==> config.mk <==
export PLATFORM = sky130hd
export DESIGN_NAME = serial_line_assembler_core
export DESIGN_NICKNAME = d
export VERILOG_FILES = /design/src/rtl/sla_pkg.sv /design/src/rtl/sla_ctrl.sv /design/src/rtl/sla_datapath.sv /design/src/rtl/serial_line_assembler_core.sv
export SDC_FILE = /design/constraint.sdc
export NUM_CORES = 1
export LEC_CHECK = 0
export BUFFER_PORTS_ARGS = -buffer_cell sky130_fd_sc_hd__buf_4
export CORE_MARGIN = 3
export CORE_UTILIZATION = 60
export CTS_BUF_LIST = sky130_fd_sc_hd__clkbuf_8
export DETAILED_ROUTE_END_ITERATION = 16
export PLACE_DENSITY = 0.78
export SYNTH_ARGS = -nofsm -noshare
export SYNTH_HDL_FRONTEND = slang
export SYNTH_SLANG_ARGS = --single-unit
==> constraint.sdc <==
create_clock -name clk_i -period 5.8 [get_ports clk_i]
set_input_delay 1.16 -clock clk_i [delete_from_list [all_inputs] [get_ports clk_i]]
set_output_delay 1.16 -clock clk_i [all_outputs]
set_load 0.01 [all_outputs]
==> src/rtl/sla_pkg.sv <==
// ----------------------------------------------------------------------------
// sla_pkg
// Shared constants and controller/datapath interface types for the serial
// line assembler.
// ----------------------------------------------------------------------------
`default_nettype none

package sla_pkg;

  localparam int unsigned LINE_CHARS_DEF = 64;

  localparam int unsigned CHAR_W  = 7;
  localparam int unsigned BYTE_W  = 8;
  localparam int unsigned LIMIT_W = 7;

  localparam logic [LIMIT_W-1:0] LIMIT_RST = 7'd64;

  localparam logic [BYTE_W-1:0] BYTE_CR  = 8'h0D;
  localparam logic [BYTE_W-1:0] BYTE_LF  = 8'h0A;
  localparam logic [BYTE_W-1:0] BYTE_BS  = 8'h08;
  localparam logic [BYTE_W-1:0] BYTE_DEL = 8'h7F;
  localparam logic [BYTE_W-1:0] PRINT_LO = 8'h20;
  localparam logic [BYTE_W-1:0] PRINT_HI = 8'h7E;

  typedef struct packed {
    logic edit_en;
    logic load_line;
    logic rd_en;
    logic step;
  } sla_cmd_t;

  typedef struct packed {
    logic emit_req;
    logic line_none;
    logic last_beat;
  } sla_sts_t;

endpackage

`default_nettype wire

==> src/rtl/sla_ctrl.sv <==
// ----------------------------------------------------------------------------
// sla_ctrl
// Sequencer: takes input beats while idle, then walks the emitted line one
// output beat at a time.
// ----------------------------------------------------------------------------
`default_nettype none

module sla_ctrl (
  input  wire logic              clk_i,
  input  wire logic              rst_ni,
  input  wire logic              in_valid_i,
  output logic                   in_stall_o,
  output logic                   out_valid_o,
  input  wire logic              out_stall_i,
  input  wire sla_pkg::sla_sts_t sts_i,
  output sla_pkg::sla_cmd_t      cmd_o
);
  import sla_pkg::*;

  typedef enum logic [2:0] {
    ST_IDLE  = 3'b001,
    ST_FETCH = 3'b010,
    ST_SHOW  = 3'b100
  } sla_state_e;

  sla_state_e state_q, state_d;

  always_comb begin
    state_d = state_q;
    cmd_o   = '0;
    unique case (state_q)
      ST_IDLE: begin
        if (in_valid_i) begin
          if (sts_i.emit_req) begin
            cmd_o.load_line = 1'b1;
            state_d = sts_i.line_none ? ST_SHOW : ST_FETCH;
          end else begin
            cmd_o.edit_en = 1'b1;
          end
        end
      end
      ST_FETCH: begin
        cmd_o.rd_en = 1'b1;
        state_d     = ST_SHOW;
      end
      ST_SHOW: begin
        if (!out_stall_i) begin
          if (sts_i.last_beat) begin
            state_d = ST_IDLE;
          end else begin
            cmd_o.step  = 1'b1;
            cmd_o.rd_en = 1'b1;
          end
        end
      end
      default: state_d = ST_IDLE;
    endcase
  end

  always_ff @(posedge clk_i or negedge rst_ni) begin
    if (!rst_ni) begin
      state_q <= ST_IDLE;
    end else begin
      state_q <= state_d;
    end
  end

  assign in_stall_o  = (state_q != ST_IDLE);
  assign out_valid_o = (state_q == ST_SHOW);

  a_no_overlap: assert property (@(posedge clk_i) disable iff (!rst_ni)
    !(out_valid_o && !in_stall_o))
    else $error("output beat offered while input open");

  a_last_ends: assert property (@(posedge clk_i) disable iff (!rst_ni)
    (state_q == ST_SHOW && !out_stall_i && sts_i.last_beat) |=> state_q == ST_IDLE)
    else $error("line did not end after last beat");

  a_fetch_show: assert property (@(posedge clk_i) disable iff (!rst_ni)
    (state_q == ST_FETCH) |=> state_q == ST_SHOW)
    else $error("fetch not followed by show");

endmodule

`default_nettype wire

==> src/rtl/sla_datapath.sv <==
// ----------------------------------------------------------------------------
// sla_datapath
// Line store, length and overflow tracking, output limit register and the
// read side that feeds the output beats.
// ----------------------------------------------------------------------------
`default_nettype none

module sla_datapath #(
  parameter int unsigned LINE_CHARS = sla_pkg::LINE_CHARS_DEF
) (
  input  wire logic                          clk_i,
  input  wire logic                          rst_ni,
  input  wire logic                          cfg_we_i,
  input  wire logic [sla_pkg::LIMIT_W-1:0]   cfg_wdata_i,
  input  wire logic [sla_pkg::BYTE_W-1:0]    rx_byte_i,
  input  wire sla_pkg::sla_cmd_t             cmd_i,
  output sla_pkg::sla_sts_t                  sts_o,
  output logic                               char_valid_o,
  output logic [sla_pkg::CHAR_W-1:0]         character_o,
  output logic                               status_o
);
  import sla_pkg::*;

  localparam int unsigned LenW = $clog2(LINE_CHARS + 1);
  localparam int unsigned IdxW = (LINE_CHARS > 1) ? $clog2(LINE_CHARS) : 1;
  localparam logic [LenW-1:0] LenMax = LenW'(LINE_CHARS);

  logic [CHAR_W-1:0]  mem_q [LINE_CHARS];
  logic [CHAR_W-1:0]  rd_data_q;
  logic [LenW-1:0]    len_q, len_d;
  logic               ovf_q, ovf_d;
  logic [LIMIT_W-1:0] limit_q;
  logic [LenW-1:0]    n_q;
  logic [IdxW-1:0]    k_q, k_d;
  logic               empty_q;
  logic               st_q;

  logic [LIMIT_W-1:0] len_ext;
  logic [LIMIT_W-1:0] n_wide;
  logic [LenW-1:0]    n_cur;
  logic               is_print;
  logic               is_erase;
  logic               wr_en;
  logic [IdxW-1:0]    rd_addr;

  assign len_ext  = LIMIT_W'(len_q);
  assign n_wide   = (len_ext > limit_q) ? limit_q : len_ext;
  assign n_cur    = LenW'(n_wide);
  assign is_print = (rx_byte_i >= PRINT_LO) && (rx_byte_i <= PRINT_HI);
  assign is_erase = (rx_byte_i == BYTE_BS) || (rx_byte_i == BYTE_DEL);
  assign wr_en    = cmd_i.edit_en && is_print && (len_q < LenMax);
  assign rd_addr  = cmd_i.step ? IdxW'(k_q + 1'b1) : k_q;

  assign sts_o.emit_req  = (rx_byte_i == BYTE_LF) && ((len_q != '0) || ovf_q);
  assign sts_o.line_none = (n_cur == '0);
  assign sts_o.last_beat = empty_q || ((LenW'(k_q) + LenW'(1)) == n_q);

  always_comb begin
    len_d = len_q;
    ovf_d = ovf_q;
    k_d   = k_q;
    if (cmd_i.load_line) begin
      len_d = '0;
      ovf_d = 1'b0;
      k_d   = '0;
    end else if (cmd_i.edit_en) begin
      if (is_erase) begin
        if (len_q != '0) begin
          len_d = len_q - LenW'(1);
        end
      end else if (is_print) begin
        if (len_q < LenMax) begin
          len_d = len_q + LenW'(1);
        end else begin
          ovf_d = 1'b1;
        end
      end
    end else if (cmd_i.step) begin
      k_d = IdxW'(k_q + 1'b1);
    end
  end

  always_ff @(posedge clk_i or negedge rst_ni) begin
    if (!rst_ni) begin
      len_q   <= '0;
      ovf_q   <= 1'b0;
      limit_q <= LIMIT_RST;
      k_q     <= '0;
      n_q     <= '0;
      empty_q <= 1'b0;
      st_q    <= 1'b0;
    end else begin
      len_q <= len_d;
      ovf_q <= ovf_d;
      k_q   <= k_d;
      if (cfg_we_i) begin
        limit_q <= cfg_wdata_i;
      end
      if (cmd_i.load_line) begin
        n_q     <= n_cur;
        empty_q <= (n_cur == '0);
        st_q    <= ovf_q;
      end
    end
  end

  // line store, one write and one registered read port
  always_ff @(posedge clk_i) begin
    if (wr_en) begin
      mem_q[len_q[IdxW-1:0]] <= rx_byte_i[CHAR_W-1:0];
    end
    if (cmd_i.rd_en) begin
      rd_data_q <= mem_q[rd_addr];
    end
  end

  assign char_valid_o = !empty_q;
  assign character_o  = empty_q ? '0 : rd_data_q;
  assign status_o     = st_q;

  a_len_bound: assert property (@(posedge clk_i) disable iff (!rst_ni)
    len_q <= LenMax)
    else $error("line length beyond capacity");

  a_load_clears: assert property (@(posedge clk_i) disable iff (!rst_ni)
    cmd_i.load_line |=> (len_q == '0) && !ovf_q)
    else $error("line not cleared on emission");

endmodule

`default_nettype wire

==> src/rtl/serial_line_assembler_core.sv <==
// ----------------------------------------------------------------------------
// serial_line_assembler_core
// Line editor for a received byte stream: stores printable characters,
// handles backspace/delete, and emits a line on line feed.
// ----------------------------------------------------------------------------
// input channel: one raw byte per beat (in_valid_i / in_stall_o / rx_byte_i)
// output channel: one character per beat with last_o on the line's final
//   beat and status_o set if the line overflowed; an empty line is one beat
//   with char_valid_o low
// cfg_we_i / cfg_wdata_i write the per-line character limit at any idle time
// an editing byte is applied as it is taken; the input stays open every cycle while editing
// a line feed that emits a line stalls the input until its last beat is
//   taken; the first beat follows the fetch state's line store read (an empty
//   line goes straight to the show state), then one beat per cycle from the
//   line store read port while the output does not stall
// a stalled output beat holds its value and pauses the line walk
// reset empties the line, clears overflow and sets the limit to 64; the
// line store itself is not cleared and needs no pass
// ----------------------------------------------------------------------------
`default_nettype none

module serial_line_assembler_core #(
  parameter int unsigned LINE_CHARS = sla_pkg::LINE_CHARS_DEF
) (
  input  wire logic                          clk_i,
  input  wire logic                          rst_ni,
  input  wire logic                          cfg_we_i,
  input  wire logic [sla_pkg::LIMIT_W-1:0]   cfg_wdata_i,
  input  wire logic                          in_valid_i,
  output logic                               in_stall_o,
  input  wire logic [sla_pkg::BYTE_W-1:0]    rx_byte_i,
  output logic                               out_valid_o,
  input  wire logic                          out_stall_i,
  output logic                               char_valid_o,
  output logic [sla_pkg::CHAR_W-1:0]         character_o,
  output logic                               last_o,
  output logic                               status_o
);
  import sla_pkg::*;

  sla_cmd_t cmd;
  sla_sts_t sts;

  sla_ctrl u_ctrl (
    .clk_i       (clk_i),
    .rst_ni      (rst_ni),
    .in_valid_i  (in_valid_i),
    .in_stall_o  (in_stall_o),
    .out_valid_o (out_valid_o),
    .out_stall_i (out_stall_i),
    .sts_i       (sts),
    .cmd_o       (cmd)
  );

  sla_datapath #(
    .LINE_CHARS (LINE_CHARS)
  ) u_datapath (
    .clk_i        (clk_i),
    .rst_ni       (rst_ni),
    .cfg_we_i     (cfg_we_i),
    .cfg_wdata_i  (cfg_wdata_i),
    .rx_byte_i    (rx_byte_i),
    .cmd_i        (cmd),
    .sts_o        (sts),
    .char_valid_o (char_valid_o),
    .character_o  (character_o),
    .status_o     (status_o)
  );

  assign last_o = sts.last_beat;

endmodule

`default_nettype wire
======== Word level (Yosys, flattened, before mapping) ========
Memories as Yosys holds them, arrays and structs flattened. A register that Yosys moved wholly into a read port is not among the register bits.
Cells that the tools add are included.
Widths: inputs -> output; s select.
word-level totals
  RAM bits ................................ 448
  bits of input ports ..................... 20
  flip-flop bits (word level) ............. 33
  memories kept ........................... 1
  output and inout port bits .............. 12
operators by class
  add/sub/neg operators ................... 4
  order comparisons ....................... 4
  mux-type cells .......................... 32
  equal/unequal tests ..................... 16
  reduce and logical (&&, ||, !) cells .... 17
memory list
  memory            words  width  read ports  clocked after memory_dff  write ports  line                RTL
  u_datapath.mem_q  64     7      1           1                         1            sla_datapath.sv:28  logic [CHAR_W-1:0] mem_q [LINE_CHARS];
operators with widths
  kind                 count
  $mux 7               8
  $mux 6               3
  $eq 8x4->1 const B   2
  $mux 3               5
  $ne 2x2->1 const B   6
  $reduce_and 4->1     3
  $mux 1               10
  $pmux 3 s3           1
  $eq 8x7->1 const B   1
  $ge 8x6->1 const B   1
  $le 8x7->1 const B   1
  $mux 2               4
  $add 6x1->7 const B  1
  $add 7x1->7 const B  1
  $eq 7x7->1           1
  $gt 7x7->1           1
  $logic_not 7->1      1
  $lt 7x7->1 const B   1
  $reduce_bool 7->1    1
  $sub 7x1->7 const B  1
  $add 6x1->6 const B  1
  $reduce_bool 3->1    2
  $logic_and 1x1->1    4
  $reduce_bool 2->1    2
  9 further kinds      11

======== Depth between registers and ports, before layout ========
Gate-level depths: netlist (run 1).
  word-level depth ........................ 10
  mapped depth ............................ 15

======== By module ========
Synthesis (run 1) repeated with hierarchy kept, for this count alone.
second synthesis, totals
  cell total of the unflattened synthesis .. 1644
  area total of the unflattened synthesis .. 24262.0 um2
modules (own cells, without submodules)
  module        instances  area an instance (um2)  seq. area each (um2)  cells an instance
  sla_datapath  1          24075.6                 14415.1               1625
  sla_ctrl      1          186.4                   76.3                  19

======== Least setup slack after synthesis (run 1) ========
No wires, ideal clock.
  path kind ............................... input -> register
  start ................................... input out_stall_i
  end ..................................... register u_datapath.rd_data_q[4] (read register of u_datapath.mem_q) (data pin)
  data arrival time ....................... 3.435 ns
  slack ................................... 2.094 ns
  library setup time ...................... 0.272 ns
  stages on the path ...................... 11
  cells stage by stage .................... or3_1 -> buf_2 -> nor2_1 -> o21ai_1 -> o21ai_2 -> clkbuf_1 -> mux2i_1 -> mux2i_1 -> o22ai_1 -> o21ai_0 -> or4b_1
between the ends
  cells in the longest elaborated chain, start to end .. 3
  elaborated cells between the ends (all ways) .. 4
  classes of those cells .................. mux (4)
ends and longest elaborated chain
  what         line                              RTL
  from (decl)  serial_line_assembler_core.sv:33  input wire logic out_stall_i,
  $mux 2 (*)   sla_ctrl.sv:47                    if (!out_stall_i) begin
  $mux 1       sla_ctrl.sv:31                    unique case (state_q)
  $mux 6       -
  to (decl)    sla_datapath.sv:29                logic [CHAR_W-1:0] rd_data_q;
Mark *: on every way between the ends. The rest lies on a longest branch, timed or not.
A chain may end at the register's enable or synchronous reset.

======== Worst setup path in the final report (run 1) ========
  start ................................... register u_datapath.k_q[1]
  end ..................................... register u_datapath.rd_data_q[3] (read register of u_datapath.mem_q) (data pin)
between the ends
  cells in the longest elaborated chain, start to end .. 7
  elaborated cells between the ends (all ways) .. 9
  classes of those cells .................. add/sub (2); eq/ne (1); mux (5); reduce/logical (1)
ends and longest elaborated chain
  what                    line                RTL
  from (decl)             sla_datapath.sv:34  logic [IdxW-1:0] k_q, k_d;
  from (signal assigned)  sla_datapath.sv:95  k_q <= k_d;
  $add 6x1->7             sla_datapath.sv:56  assign sts_o.last_beat = empty_q || ((LenW'(k_q) + LenW'(1)) == n_q);
  $eq 7x7->1              sla_datapath.sv:56
  $logic_or 1x1->1        sla_datapath.sv:56
  $mux 2                  sla_ctrl.sv:48      if (sts_i.last_beat) begin
  $mux 2                  sla_ctrl.sv:47
  $mux 1                  sla_ctrl.sv:31
  $mux 6                  -
Several ways; a longest one is shown, not always the timed one.

==> results.ini, run 1 <==
[logic_synthesis]
synth_xor_xnor_area_share_pct=0.924
yosysMostFrequentCell=edfxtp_1
synth-seq-area-share_pct=65.2
netlist.area_leader.share_pct=61.5
yosys_warnings=0
ys.flop_type=edfxtp_1
synthAdderAreaFrac_pct=0.822
synth-simple-area-share_pct=10.1
synth_top_family_by_area=compound AO/OA/AOI/OAI gates
synth-seq-cells=488
synthTopCellsByCount=edfxtp_1, nor2_1, mux2i_1
syn_avg_cell_area_um2=13.2
synth_area_leaders=edfxtp_1, mux2i_1, dfrtp_1, nor2_1, nand2_1
synthCells=1686
synth_top_area_cell=edfxtp_1
synth_compound_area_share_pct=12.4
synth_enable_flop_cells=455
muxShareOfSynthArea_pct=8.21
synth_area_um2=22200
yosysUniqueCellTypes=91
async_flop_share_pct=6.76
syn_nets=1720

[route]
ant_nets=0
wirelength_um=61500
drc=0
dr.first_iter.drc_count=2628
dr.pass1.iters=6
viasPerCell=6.96
wl_per_cell_um=27.3
vias=15700

[floorplanning]
start_util_pct=61.7
die-width_um=198
num_io_pins=32
coreArea_um2=36000
die-height_um=198
dieArea_um2=39400
rows=69

[power]
p_per_area_nw_per_um2=297
total_power_mw=7.24
irDropWorstVdd_mv=0.252
p_leak_nw=7.85

[worst_setup_path]
cp-start-kind=flop
cp.arrival_ns=5.45
cp-end-kind=flop
crit_fanout=31
path_class=reg -> reg
r2r_start=u_datapath.k_q[1]
rr_worst_depth=11
cp.required_ns=6.14
r2r_end=u_datapath.rd_data_q[3]
reg2reg_slack_ns=0.69

[clock_network]
cts_tree=done
cts_repair_resize_count=0
cts_buffers=79
cts.sinks=488
clkLatencyLatePin_ns=0.64
cts-htree-levels=3
post_cts.repair.setup_buffers=0
clockBufferDepth=3
root_buffer=clkbuf_8
cts_hold_buf=0
clk_pin_slew_worst_paths_ns=0.06

[finish]
num_antenna_cells=0
drive_gt1_share_pct=13.0
area_delta_synth_final_pct=9.61
layout.nets=1766

[sta]
hold_violations=0
whs_ns=0.478
skew_ns=0.0349
rsz0062_at_grt=false
final.setup.tns_ns=0
period_share_pct=88.2
max_slew_margin_pct=8.67
finalMaxSlewViolations=0
layout_min_cycle_time_ns=5.11
tightest_slew_ns=1.36
fmax_mhz=196
setup_viol=0

[global_route]
track_usage_pct=31.5
grt_pass1_vias=15200
grt_pass1_wl_um=92100
grt_max_degree=79
grt_overflow_total=0
antenna_found_initial=0

[worst_hold_path]
worstHoldPathCells=2
hold_end=u_datapath.status_o
hold_class=reg -> reg
hold_path_startpoint=u_datapath.status_o

[placement]
place_congestion=0.987
dpl.hpwl_um=40000
io_buffers=31

[flow_run]
max_cap_viol_count=0

[status]
status=completed

## per-layer routing
metal  GRT usage, %  up-vias  share of wire (%)
met4           13.4        0                4.6
li1               -     6730                  -
met1           42.7     7684                 37
met2           49.0     1083                 46
met5              0        -                  0
met3           8.05      189                 12
## how the worst max path moves through the flow
stage	start	end	cells after the start
CTS	u_datapath.k_q[1]	u_datapath.rd_data_q[3]	11
finish	u_datapath.k_q[1]	u_datapath.rd_data_q[3]	11
global route	u_datapath.k_q[1]	u_datapath.rd_data_q[3]	11
global placement	out_stall_i	u_datapath.rd_data_q[3]	9
floorplan	out_stall_i	u_datapath.rd_data_q[4]	11
detailed placement	u_datapath.k_q[1]	u_datapath.rd_data_q[3]	11
## per-stage QoR
step	util [%]	setup slack, ns	area, um^2	std cells
global placement	63.7	1.03	22900	2112
CTS	67.6	0.955	24300	2253
finish	67.6	0.685	24300	2253
floorplan	-	2.09	22200	1686
detailed placement	63.7	0.948	22900	2112
global route	67.6	0.567	24300	2253
## power breakdown
group          internal (mW)  switching [mW]
clock                   1.36            1.35
combinational          0.156           0.329
sequential              3.92           0.112
## sequential cells by signal, summed over array words and instances (netlist names)
register and count:
u_datapath.limit_q 7, u_datapath.k_q 6, u_datapath.status_o 1, u_datapath.len_ext 7, u_datapath.ovf_q 1, u_datapath.rd_data_q 7, u_datapath.empty_q 1, u_datapath.mem_q 448
u_datapath.n_q 7, u_ctrl.state_q 3
## layout make-up
class	instances	area (um^2)
Sequential cell	488	14500
Tap cell	461	577
Clock buffer	86	1180
Clock inverter	55	233
Timing Repair Buffer	68	536
Fill cell	2522	11700
Inverter	19	71.3
Multi-Input combinational cell	1076	7250
## worst max-delay path, cell delays in order, from the launching register on
cell	delay (ns)
dfrtp_4	0.65
ha_4	0.26
xor3_1	0.34
nor3_1	0.22
nand3_1	0.36
nor2_1	0.34
a211o_2	0.64
nor2_1	0.26
nand2_1	0.38
o22ai_1	0.30
a2111oi_0	0.90
nand4_1	0.18
## logic make-up after synthesis
| logic type | Yosys count |
|---|---|
| flops | 488 |
| mux | 165 |
| compound gates | 389 |
| fa+ha+maj | 14 |
| xor+xnor | 20 |
| simple gates | 488 |
| buf+inv | 122 |
## cells in the final DEF, fill, tap and decap left out, types with 6 or more instances in the layout
master | Yosys | routed
edfxtp_1 | 455 | 455
nor2_1 | 191 | 191
mux2i_1 | 135 | 135
nand2_1 | 134 | 134
clkbuf_8 | 0 | 86
o21ai_0 | 80 | 80
buf_4 | 4 | 66
o22ai_1 | 59 | 59
inv_1 | 18 | 43
a21oi_1 | 41 | 41
o221ai_1 | 38 | 38
nor2b_1 | 37 | 37
nor3_1 | 36 | 36
dfrtp_1 | 31 | 29
nand3_1 | 25 | 25
a2111oi_0 | 24 | 24
a211oi_1 | 22 | 22
mux2_2 | 18 | 18
clkinv_1 | 0 | 17
a31oi_1 | 16 | 16
o32ai_1 | 15 | 15
nor4_1 | 15 | 15
xnor2_1 | 12 | 12
a221oi_1 | 12 | 12
mux4_2 | 12 | 12
ha_1 | 13 | 12
clkinv_2 | 0 | 10
nand4_1 | 8 | 8
o32a_1 | 7 | 7
and3_1 | 6 | 6
o21a_1 | 6 | 6
o211ai_1 | 6 | 6
Power figures use the tool's default switching activity.
==> run 2, diff against run 1 <==
CTS_BUF_LIST = not set   (was sky130_fd_sc_hd__clkbuf_8)
==> results.ini, run 2 (synthesis gave the netlist of run 1 again) <==
[worst_setup_path]
cp-end-kind=flop
reg2reg_slack_ns=0.77
r2r_end=u_datapath.rd_data_q[3]
cp-start-kind=flop
rr_worst_depth=11
cp.arrival_ns=5.35
worst_path_max_delay_cell=a2111oi_0
crit_fanout=31
path_class=reg -> reg
cp.required_ns=6.12
r2r_start=u_datapath.k_q[1]
critPathMaxStageDelay_ns=0.81
crit_path_cell_trace=ha_4 -> xor3_1 -> nor3_1 -> nand3_1 -> nor2_1 -> a211o_2 -> nor2_1 -> nand2_1 -> o22ai_1 -> a2111oi_0 -> nand4_1
cp_common_cell=nor2_1

[global_route]
track_usage_pct=31.5
grt_overflow_total=0
grt_max_degree=79
grt_pass1_wl_um=91800
grt_pass1_vias=15100
antenna_found_initial=1

[clock_network]
cts.sinks=488
cts-htree-levels=2
cts_repair_resize_count=0
cts_hold_buf=0
cts_buffers=49
post_cts.repair.setup_buffers=0
clk_pin_slew_worst_paths_ns=0.06
root_buffer=clkbuf_16
clockBufferDepth=3
clkLatencyLatePin_ns=0.60
cts_tree=done

[sta]
skew_ns=0.0204
period_share_pct=86.8
setup_viol=0
whs_ns=0.478
finalMaxSlewViolations=0
tightest_slew_ns=1.39
layout_min_cycle_time_ns=5.03
fmax_mhz=199
final.setup.tns_ns=0
hold_violations=0
max_slew_margin_pct=6.82
rsz0062_at_grt=false

[worst_hold_path]
hold_class=reg -> reg
worstHoldPathCells=2
hold_path_startpoint=u_datapath.status_o
hold_end=u_datapath.status_o

[status]
status=completed

[placement]
place_congestion=0.987
io_buffers=31
dpl.hpwl_um=40000

[power]
p_per_area_nw_per_um2=309
total_power_mw=7.56
p_leak_nw=7.76
irDropWorstVdd_mv=0.369

[floorplanning]
start_util_pct=61.7
num_io_pins=32
coreArea_um2=36000
die-height_um=198
die-width_um=198
rows=69
dieArea_um2=39400

[flow_run]
max_cap_viol_count=0

[route]
wl_per_cell_um=28.0
vias=15600
dr.first_iter.drc_count=2227
dr.pass1.iters=6
wirelength_um=61600
viasPerCell=7.07
drc=0
ant_nets=0

[finish]
seq_area_um2=14500
multi_input_area_um2=7250
num_antenna_cells=0
area_delta_synth_final_pct=10.0
fill_cells=2476
mostFrequentLayoutCells=edfxtp_1, nor2_1, mux2i_1
drive_gt1_share_pct=11.6
layout.nets=1736
mostFrequentLayoutCell=edfxtp_1
largest_reg_flops=448

-- run 2: changes by cell type in the layout (fill, tap and decap cells not counted) --
cell | before | now
clkinv_8 | 0 | 2
clkbuf_8 | 86 | 0
clkinv_1 | 17 | 8
bufinv_16 | 0 | 3
inv_1 | 43 | 18
clkbuf_16 | 0 | 49
clkbuf_1 | 0 | 11
clkinv_4 | 0 | 3
clkinv_2 | 10 | 8
-- run 2: per-layer routing --
metal	part of all wire [%]	track usage [%]	up-vias	wire, um
li1	-	-	6643	-
met1	37	42.3	7615	22600
met2	46	49.3	1090	28400
met3	12	8.10	200	7480
met4	5.1	13.7	2	3160
met5	0.015	0	-	9
-- run 2: per-stage QoR --
stage / utilization, % / worst slack [ns] / std cells / cell area, um^2
after floorplan: - / 2.09 / 1686 / 22200
after global placement: 63.7 / 1.03 / 2112 / 22900
after detailed placement: 63.7 / 0.948 / 2112 / 22900
after CTS: 67.9 / 0.917 / 2199 / 24400
after global routing: 67.9 / 0.480 / 2199 / 24400
final: 67.9 / 0.768 / 2199 / 24400
-- run 2: report_power, final --
part / leakage (nW) / total (mW) / internal (mW) / switching (mW)
Combinational: 2.51 / 0.487 / 0.157 / 0.330
Clock: 0.738 / 3.03 / 1.69 / 1.34
Sequential: 4.51 / 4.04 / 3.92 / 0.112
-- run 2: layout make-up --
class / instances / area share, %
Timing Repair Buffer: 68 / 2.19
Tap cell: 461 / 2.36
Clock inverter: 27 / 0.998
Clock buffer: 60 / 5.19
Sequential cell: 488 / 59.3
Multi-Input combinational cell: 1076 / 29.6
Inverter: 19 / 0.292
-- run 2: worst max path at each step --
| stage | from | end | slack (ns) | cells past startpoint |
|---|---|---|---|---|
| 6_report | u_datapath.k_q[1] | u_datapath.rd_data_q[3] | 0.77 | 11 |
| 4_1_cts | u_datapath.k_q[1] | u_datapath.rd_data_q[3] | 0.92 | 11 |
| 5_1_grt | u_datapath.k_q[1] | u_datapath.rd_data_q[3] | 0.48 | 11 |
| 2_1_floorplan | out_stall_i | u_datapath.rd_data_q[4] | 2.09 | 11 |
| 3_3_place_gp | out_stall_i | u_datapath.rd_data_q[3] | 1.03 | 9 |
| 3_5_place_dp | u_datapath.k_q[1] | u_datapath.rd_data_q[3] | 0.95 | 11 |
-- run 2: critical path, delay by kind of cell, from the launching register on --
kind | cells | cell delay (ns)
AO/OA/AOI/OAI | 3 | 1.78
flip-flops | 1 | 0.65
XOR/XNOR | 1 | 0.34
AND/OR/NAND/NOR | 6 | 1.71
adder cells (fa/ha/maj) | 1 | 0.26
